**config.mk**
```make
export PLATFORM = sky130hd
export DESIGN_NAME = rgb_to_hsv_converter_unit_flat
export DESIGN_NICKNAME = d
export VERILOG_FILES = /design/src/hdl/rhsv_pkg.sv /design/src/hdl/rhsv_if.sv /design/src/hdl/rhsv_front.sv /design/src/hdl/rhsv_div_cell.sv /design/src/hdl/rhsv_finish.sv /design/src/hdl/rgb_to_hsv_converter_unit.sv /design/src/flat_wrapper.sv
export SDC_FILE = /design/constraint.sdc
export NUM_CORES = 1
export LEC_CHECK = 0
export ABC_AREA = 1
export CORE_UTILIZATION = 23
export CTS_BUF_LIST = sky130_fd_sc_hd__clkbuf_8
export DETAILED_ROUTE_END_ITERATION = 10
export DONT_BUFFER_PORTS = 1
export PLACE_DENSITY = 0.38
export SLEW_MARGIN = 20
export SYNTH_ARGS = -nofsm -noshare
export SYNTH_HDL_FRONTEND = slang
export SYNTH_SLANG_ARGS = --single-unit
```
**constraint.sdc**
```tcl
create_clock -name clk -period 5.14 [get_ports clk]
set_input_delay 0.257 -clock clk [delete_from_list [all_inputs] [get_ports clk]]
set_output_delay 0.257 -clock clk [all_outputs]
set_load 0.05 [all_outputs]
```
**src/hdl/rhsv_pkg.sv**
```systemverilog
// rhsv_pkg: types and constants shared by the RGB to HSV converter.
// No dependencies; every other file of the block uses it by scoped name.

package rhsv_pkg;

  localparam int ChW      = 8;     // width of one color channel
  localparam int HueW     = 13;    // hue in 1/16 degree
  localparam int QuoW     = 10;    // quotient bits resolved by the divider chain
  localparam int NumCells = QuoW;  // one cell per quotient bit
  localparam int RemHW    = 18;    // 960 * 255 fits in 18 bits
  localparam int RemSW    = 16;    // 255 * 255 fits in 16 bits

  localparam logic [HueW-1:0] HueGreenBase = 13'd1920;
  localparam logic [HueW-1:0] HueBlueBase  = 13'd3840;
  localparam logic [HueW:0]   HueFull      = 14'd5760;

  // which channel is the largest; picks the hue base
  typedef enum logic [1:0] {
    BASE_RED   = 2'd0,
    BASE_GREEN = 2'd1,
    BASE_BLUE  = 2'd2
  } base_sel_t;

  // word handed from cell to cell
  typedef struct packed {
    logic [RemHW-1:0] rem_h;   // partial remainder of 960*|diff| / delta
    logic [RemSW-1:0] rem_s;   // partial remainder of 255*delta / max
    logic [QuoW-1:0]  q_h;
    logic [QuoW-1:0]  q_s;
    logic [ChW-1:0]   delta;
    logic [ChW-1:0]   hi;
    base_sel_t        base;
    logic             neg;     // channel difference was negative
    logic             grey;    // delta is zero
  } div_word_t;

endpackage

```
**src/hdl/rhsv_if.sv**
```systemverilog
// rhsv_if: valid/ready channel interfaces for pixels in and HSV words out.
// Depends on rhsv_pkg for widths.

interface rhsv_pixel_if;
  logic                       valid;
  logic                       ready;
  logic [rhsv_pkg::ChW-1:0]   red;
  logic [rhsv_pkg::ChW-1:0]   green;
  logic [rhsv_pkg::ChW-1:0]   blue;

  modport source (output valid, output red, output green, output blue, input ready);
  modport sink   (input valid, input red, input green, input blue, output ready);
endinterface

interface rhsv_hsv_if;
  logic                       valid;
  logic                       ready;
  logic [rhsv_pkg::HueW-1:0]  hue;
  logic [rhsv_pkg::ChW-1:0]   saturation;
  logic [rhsv_pkg::ChW-1:0]   brightness;

  modport source (output valid, output hue, output saturation, output brightness,
                  input ready);
  modport sink   (input valid, input hue, input saturation, input brightness,
                  output ready);
endinterface

```
**src/hdl/rhsv_front.sv**
```systemverilog
// rhsv_front: max/min search, hue sector pick and the two dividends.
// Depends on rhsv_pkg and rhsv_if; feeds the first divider cell.

module rhsv_front (
  input  logic                clk,
  input  logic                rst,
  rhsv_pixel_if.sink          pixel,
  output logic                out_valid,
  input  logic                out_ready,
  output rhsv_pkg::div_word_t out_word
);

  logic [rhsv_pkg::ChW-1:0]   hi;
  logic [rhsv_pkg::ChW-1:0]   lo;
  logic [rhsv_pkg::ChW-1:0]   delta;
  logic [rhsv_pkg::ChW:0]     diff;      // signed, two's complement
  logic [rhsv_pkg::ChW-1:0]   mag;
  rhsv_pkg::base_sel_t        base;
  rhsv_pkg::div_word_t        word_next;

  assign pixel.ready = !out_valid || out_ready;

  always_comb begin
    hi = pixel.red;
    if (pixel.green > hi) hi = pixel.green;
    if (pixel.blue > hi) hi = pixel.blue;
    lo = pixel.red;
    if (pixel.green < lo) lo = pixel.green;
    if (pixel.blue < lo) lo = pixel.blue;
    delta = hi - lo;

    if (pixel.red == hi) begin
      base = rhsv_pkg::BASE_RED;
      diff = {1'b0, pixel.green} - {1'b0, pixel.blue};
    end else if (pixel.green == hi) begin
      base = rhsv_pkg::BASE_GREEN;
      diff = {1'b0, pixel.blue} - {1'b0, pixel.red};
    end else begin
      base = rhsv_pkg::BASE_BLUE;
      diff = {1'b0, pixel.red} - {1'b0, pixel.green};
    end
    mag = diff[rhsv_pkg::ChW] ? rhsv_pkg::ChW'(-diff) : diff[rhsv_pkg::ChW-1:0];

    word_next       = '0;
    // 960*x = (x << 10) - (x << 6); 255*x = (x << 8) - x
    word_next.rem_h = (rhsv_pkg::RemHW'(mag) << 10) - (rhsv_pkg::RemHW'(mag) << 6);
    word_next.rem_s = (rhsv_pkg::RemSW'(delta) << 8) - rhsv_pkg::RemSW'(delta);
    word_next.delta = delta;
    word_next.hi    = hi;
    word_next.base  = base;
    word_next.neg   = diff[rhsv_pkg::ChW];
    word_next.grey  = (delta == '0);
  end

  always_ff @(posedge clk) begin
    if (rst) begin
      out_valid <= 1'b0;
    end else if (pixel.ready) begin
      out_valid <= pixel.valid;
    end
  end

  always_ff @(posedge clk) begin
    if (pixel.ready && pixel.valid) begin
      out_word <= word_next;
    end
  end

endmodule

```
**src/hdl/rhsv_div_cell.sv**
```systemverilog
// rhsv_div_cell: one restoring-division step for both hue and saturation.
// Depends on rhsv_pkg; chained NumCells deep, SHIFT counts down to zero.

module rhsv_div_cell #(
  parameter int SHIFT = 0
) (
  input  logic                clk,
  input  logic                rst,
  input  logic                in_valid,
  output logic                in_ready,
  input  rhsv_pkg::div_word_t in_word,
  output logic                out_valid,
  input  logic                out_ready,
  output rhsv_pkg::div_word_t out_word
);

  localparam int CmpW = rhsv_pkg::RemHW;

  logic [CmpW-1:0]     dh;
  logic [CmpW-1:0]     ds;
  logic [CmpW-1:0]     rs_ext;
  rhsv_pkg::div_word_t word_next;

  assign in_ready = !out_valid || out_ready;

  always_comb begin
    dh        = CmpW'(in_word.delta) << SHIFT;
    ds        = CmpW'(in_word.hi) << SHIFT;
    rs_ext    = CmpW'(in_word.rem_s);
    word_next = in_word;
    if (in_word.rem_h >= dh) begin
      word_next.rem_h      = in_word.rem_h - dh;
      word_next.q_h[SHIFT] = 1'b1;
    end
    if (rs_ext >= ds) begin
      word_next.rem_s      = rhsv_pkg::RemSW'(rs_ext - ds);
      word_next.q_s[SHIFT] = 1'b1;
    end
  end

  always_ff @(posedge clk) begin
    if (rst) begin
      out_valid <= 1'b0;
    end else if (in_ready) begin
      out_valid <= in_valid;
    end
  end

  always_ff @(posedge clk) begin
    if (in_ready && in_valid) begin
      out_word <= word_next;
    end
  end

endmodule

```
**src/hdl/rhsv_finish.sv**
```systemverilog
// rhsv_finish: adds the hue base, wraps negative hue, output register.
// Depends on rhsv_pkg and rhsv_if; takes the last divider cell's word.

module rhsv_finish (
  input  logic                clk,
  input  logic                rst,
  input  logic                in_valid,
  output logic                in_ready,
  input  rhsv_pkg::div_word_t in_word,
  rhsv_hsv_if.source          hsv
);

  logic [rhsv_pkg::HueW:0]    base_ext;
  logic [rhsv_pkg::HueW:0]    offs;
  logic [rhsv_pkg::HueW:0]    sum;
  logic [rhsv_pkg::HueW-1:0]  hue_next;
  logic [rhsv_pkg::ChW-1:0]   sat_next;

  assign in_ready = !hsv.valid || hsv.ready;

  always_comb begin
    case (in_word.base)
      rhsv_pkg::BASE_GREEN: base_ext = {1'b0, rhsv_pkg::HueGreenBase};
      rhsv_pkg::BASE_BLUE:  base_ext = {1'b0, rhsv_pkg::HueBlueBase};
      default:              base_ext = '0;
    endcase
    offs = (rhsv_pkg::HueW + 1)'(in_word.q_h);
    sum  = in_word.neg ? base_ext - offs : base_ext + offs;
    if (sum[rhsv_pkg::HueW]) begin
      sum = sum + rhsv_pkg::HueFull;
    end
    hue_next = in_word.grey ? '0 : sum[rhsv_pkg::HueW-1:0];
    sat_next = in_word.grey ? '0 : in_word.q_s[rhsv_pkg::ChW-1:0];
  end

  always_ff @(posedge clk) begin
    if (rst) begin
      hsv.valid <= 1'b0;
    end else if (in_ready) begin
      hsv.valid <= in_valid;
    end
  end

  always_ff @(posedge clk) begin
    if (in_ready && in_valid) begin
      hsv.hue        <= hue_next;
      hsv.saturation <= sat_next;
      hsv.brightness <= in_word.hi;
    end
  end

endmodule

```
**src/hdl/rgb_to_hsv_converter_unit.sv**
```systemverilog
// rgb_to_hsv_converter_unit: top level of the hexcone RGB to HSV converter.
// Depends on rhsv_pkg, rhsv_if, rhsv_front, rhsv_div_cell and rhsv_finish.
//
//   channel  dir  word                          handshake
//   pixel    in   red, green, blue (8b each)    valid/ready
//   hsv      out  hue (13b), saturation (8b),   valid/ready
//                 brightness (8b)
//
// One pixel per clock sustained while the output is ready; the stages are the front
// stage, one cell per quotient bit of the 10-cell divider chain, and the output register.
// Every stage has its own valid and registers whenever the next one can
// take it, so bubbles close up and a stalled output holds only what is
// queued behind it. rst is synchronous and clears the valid bits only.

module rgb_to_hsv_converter_unit (
  input  logic         clk,
  input  logic         rst,
  rhsv_pixel_if.sink   pixel,
  rhsv_hsv_if.source   hsv
);

  localparam int N = rhsv_pkg::NumCells;

  logic                chain_valid [0:N];
  logic                chain_ready [0:N];
  rhsv_pkg::div_word_t chain_word  [0:N];

  rhsv_front u_front (
    .clk       (clk),
    .rst       (rst),
    .pixel     (pixel),
    .out_valid (chain_valid[0]),
    .out_ready (chain_ready[0]),
    .out_word  (chain_word[0])
  );

  for (genvar k = 0; k < N; k++) begin : g_cell
    rhsv_div_cell #(
      .SHIFT (rhsv_pkg::QuoW - 1 - k)
    ) u_cell (
      .clk       (clk),
      .rst       (rst),
      .in_valid  (chain_valid[k]),
      .in_ready  (chain_ready[k]),
      .in_word   (chain_word[k]),
      .out_valid (chain_valid[k+1]),
      .out_ready (chain_ready[k+1]),
      .out_word  (chain_word[k+1])
    );
  end

  rhsv_finish u_finish (
    .clk      (clk),
    .rst      (rst),
    .in_valid (chain_valid[N]),
    .in_ready (chain_ready[N]),
    .in_word  (chain_word[N]),
    .hsv      (hsv)
  );

`ifndef NO_ASSERTIONS
  // hue quotient never exceeds one sector
  a_hue_quot: assert property (@(posedge clk) disable iff (rst)
    chain_valid[N] && !chain_word[N].grey |-> chain_word[N].q_h <= 10'd960)
    else $error("hue quotient out of range");

  // saturation quotient fits in a channel
  a_sat_quot: assert property (@(posedge clk) disable iff (rst)
    chain_valid[N] && !chain_word[N].grey |-> chain_word[N].q_s[9:8] == 2'b00)
    else $error("saturation quotient overflow");

  a_hue_range: assert property (@(posedge clk) disable iff (rst)
    hsv.valid |-> hsv.hue < 13'd5760)
    else $error("hue beyond full circle");

  // black pixel is grey
  a_black: assert property (@(posedge clk) disable iff (rst)
    hsv.valid && hsv.brightness == 8'd0 |-> hsv.hue == 13'd0 && hsv.saturation == 8'd0)
    else $error("black pixel with hue or saturation");
`endif

endmodule

```
**src/flat_wrapper.sv**
```systemverilog
// flat-port wrapper written by rule: the top's interface ports become plain ports
module rgb_to_hsv_converter_unit_flat 
  (clk, rst, pixel_valid, pixel_red, pixel_green, pixel_blue, pixel_ready, hsv_valid, hsv_hue, hsv_saturation, hsv_brightness, hsv_ready);
  rhsv_pixel_if pixel_i ();
  rhsv_hsv_if hsv_i ();
  input  logic clk;
  input  logic rst;
  input wire logic [$bits(pixel_i.valid)-1:0] pixel_valid;
  input wire logic [$bits(pixel_i.red)-1:0] pixel_red;
  input wire logic [$bits(pixel_i.green)-1:0] pixel_green;
  input wire logic [$bits(pixel_i.blue)-1:0] pixel_blue;
  output wire logic [$bits(pixel_i.ready)-1:0] pixel_ready;
  output wire logic [$bits(hsv_i.valid)-1:0] hsv_valid;
  output wire logic [$bits(hsv_i.hue)-1:0] hsv_hue;
  output wire logic [$bits(hsv_i.saturation)-1:0] hsv_saturation;
  output wire logic [$bits(hsv_i.brightness)-1:0] hsv_brightness;
  input wire logic [$bits(hsv_i.ready)-1:0] hsv_ready;
  assign pixel_i.valid = pixel_valid;
  assign pixel_i.red = pixel_red;
  assign pixel_i.green = pixel_green;
  assign pixel_i.blue = pixel_blue;
  assign pixel_ready = pixel_i.ready;
  assign hsv_valid = hsv_i.valid;
  assign hsv_hue = hsv_i.hue;
  assign hsv_saturation = hsv_i.saturation;
  assign hsv_brightness = hsv_i.brightness;
  assign hsv_i.ready = hsv_ready;
  rgb_to_hsv_converter_unit u_core (.clk(clk), .rst(rst), .pixel(pixel_i), .hsv(hsv_i));
endmodule
```
==> results.toml <==
[placed_design]
dpl.cell_count = 5064
placed_area_sq_um = 36100
gp_congestion = 0.791
io_buffers = 0
dp_hpwl_mm = 51.0

[setup_path]
r2r_cells = 25
cp_slowest_cell = "o21ai_0"
path_delay_family = "simple AND/OR/NAND/NOR gates"
r2r_setup_slack_ns = 0.85
crit_buf_inv = 5
startpoint_type = "input port"
crit_type = "input port to flop"
crit_path_end_kind = "flop"
worst_r2r_startpoint = "u_core.u_finish.hsv.valid"
cp_max_fo = 16
worstPathRequired_ns = 5.62
arrival_ns = 5.16
cp_common_cell = "nand2_1"
cpPeakStageDelay_ns = 0.46
r2r_end = "u_core.g_cell[0].u_cell.out_word[70]"

[logic_synthesis]
ys_ff_latch = 629
synthFlopType = "edfxtp_1"
syn_inst = 3066
syn_nets = 3339
syn_avg_cell_area_sq_um = 10.7
netlist_area_sq_um = 32800
async_flop_share_pct = 0
synth_edf_count = 617
synth_cell_types = 62
yosys_warnings = 0
ys_seq_area_share_pct = 57.3

[die]
initial_core_util_pct = 23.2
die_area_sq_um = 144000
ioPinCount = 59
die_w_microns = 379
num_rows = 138
core_sq_um = 141000
die_h_microns = 379

[global_routing]
antenna_found_initial = 1
overflow = 0
track_usage_pct = 9.43
grt_max_degree = 63
grt_pass1_vias = 21600
grt_pass1_wl_mm = 110

[flow_run]
drv_cap = 0

[power_and_ir_drop]
leakage_nw = 15.5
total_power_w = 0.0133
cellPowerDensity_nw_per_um2 = 346
ir_drop_uv = 162

[cts]
clk_pin_slew_worst_paths_ns = 0.06
htree_num_levels = 3
clk_latency_ns = 0.72
post-cts-setup-buffers = 0
clk_path_buf_depth = 3
numCtsBuffers = 113
cts_tree = "yes"
cts_root_buffer = "clkbuf_8"
numClockSinks = 629

[final_layout]
fin_area_sq_um = 38300
finalNonFillerCells = 5290
layout_commonest_cell = "edfxtp_1"
syn2layout_area_growth_pct = 17.0
nets = 3574
layout_common_cells = "edfxtp_1 (617), inv_1 (507), nand2_1 (481)"
drive_above_1_share_pct = 11.4
post-route-util_pct = 27.1

[routing]
wire_per_inst_microns = 12.6
antenna_left = 0
post_drt_via_cell_ratio = 3.90
drt_iter0_markers = 805
vias = 20600
wirelength_mm = 66.5
drt_pass1_iterations = 5
drt_drc_violations_left = 0

[timing]
holdWs_ns = 0.141
maxSlewViolCount = 0
post-route-period-util_pct = 91.0
finalSetupViolCount = 0
period_minus_slack_ns = 4.68
finClkSkew_ns = 0.0377
rsz0062_at_grt = "false"
max-slew-margin-rel_pct = 30.9
hold_violations = 0
max_freq_ghz = 0.214
tightest_slew_ns = 1.04

[outcome]
status = "finished clean"

[hold_path]
hp-start = "pixel_red[7]"
holdPathStages = 5
holdCritPathClass = "input port to flop"
holdPathEnd = "u_core.u_front.out_word[11]"
tightest hold or removal path: stages:
cell and delay [ns]:
inv_1 0.10, nand2_1 0.09, nand3_1 0.09, nand2_2 0.11
buf_4 0.11
timing repair:
item / CTS / global route
endpoints found under the hold margin: 22 / 0
hold buffers: 12 / 0
gates resized for setup: 0 / 4
endpoints found under the setup margin: 0 / 9
synthesized netlist by cell type (4+ instances only):
library cell	n	area, sq um
a21o_1	9	67.6
nand3b_1	8	60.1
nor2_1	226	848
nand4_1	24	150
inv_1	490	1840
ha_1	222	2780
o21bai_1	15	113
nor2_2	6	37.5
dfxtp_1	12	240
nor3_1	42	210
nand3_1	101	505
nand4_2	6	75.1
buf_6	5	56.3
nor2_4	5	56.3
nor4_1	35	219
a2111oi_0	5	43.8
nand3_2	10	100
fa_1	23	460
o21ai_0	179	896
edfxtp_1	617	18500
xor2_1	119	1040
a21oi_1	207	1040
inv_2	7	26.3
or2_2	14	87.6
nand2_1	481	1810
clkbuf_1	26	97.6
a31oi_1	8	50.1
o211ai_1	7	52.6
nand2_2	22	138
o21a_1	5	37.5
a211oi_1	11	82.6
o31ai_1	8	60.1
o21ai_1	4	20.0
xnor2_1	60	526
stage by stage:
stage / setup TNS [ns] / worst slack (ns)
2_1_floorplan: 0 / 0.0734
3_3_place_gp: -2.08 / -0.241
3_5_place_dp: -3.72 / -0.368
4_1_cts: 0 / 0.361
5_1_grt: 0 / 0.0330
6_report: 0 / 0.461
cells by family after synthesis:
| group | Yosys count | synth area share, % |
|---|---|---|
| and+or+nand+nor | 1002 | 13.7 |
| DFF | 629 | 57.3 |
| buffers and inverters | 531 | 6.22 |
| AOI/OAI and AO/OA | 479 | 8.09 |
| adders and majority gates | 245 | 9.88 |
| xor gates and xnor gates | 180 | 4.83 |
layout make-up:
cell class	count	area (sq um)
well taps	1890	2360
diodes	1	2.50
clock buffers	113	1560
inverters	497	1870
multi-input cells	1906	12000
repair buffers	154	1190
clock inverters	100	564
flip-flops and latches	629	18800
fillers	14800	103000
per-layer routing:
| layer | wire length (microns) | vias to the layer above | GRT usage (%) | share of wire [%] |
|---|---|---|---|---|
| met5 | 0 | - | 0 | 0 |
| met4 | 1540 | 0 | 3.26 | 2.3 |
| met3 | 2620 | 100 | 1.92 | 3.9 |
| met2 | 33600 | 241 | 17.4 | 50 |
| met1 | 28800 | 9268 | 10.7 | 43 |
| li1 | - | 11000 | - | - |
worst max path at each step:
stage                                    from                          end  slack, ns  cells after the start
floorplan                      pixel_green[4]  u_core.u_front.out_word[54]       0.07                     36
global placement               pixel_green[2]  u_core.u_front.out_word[54]      -0.24                     36
detailed placement             pixel_green[2]  u_core.u_front.out_word[54]      -0.37                     36
CTS                 u_core.u_finish.hsv.valid                  pixel_ready       0.36                     25
global route                   pixel_green[2]  u_core.u_front.out_word[49]       0.03                     38
finish                         pixel_green[2]  u_core.u_front.out_word[54]       0.46                     36
state kept, by name, indices dropped and copies added (netlist names):
signal	cells
u_core.g_cell.u_cell.out_word	541
u_core.u_finish.hsv.brightness	8
u_core.u_finish.hsv.hue	13
u_core.u_finish.hsv.saturation	8
u_core.g_cell.u_cell.out_valid	10
u_core.u_front.out_word	47
u_core.u_front.out_valid	1
u_core.u_finish.hsv.valid	1
power breakdown:
part           total (W)  leakage, nW  internal (W)  switching, W
combinational    0.00267         8.62       0.00115       0.00152
clock            0.00437         1.18       0.00227       0.00210
sequential       0.00622         5.68       0.00605      0.000170
total             0.0133         15.5       0.00947       0.00379
Note: power is estimated with default switching activity, not from simulation.
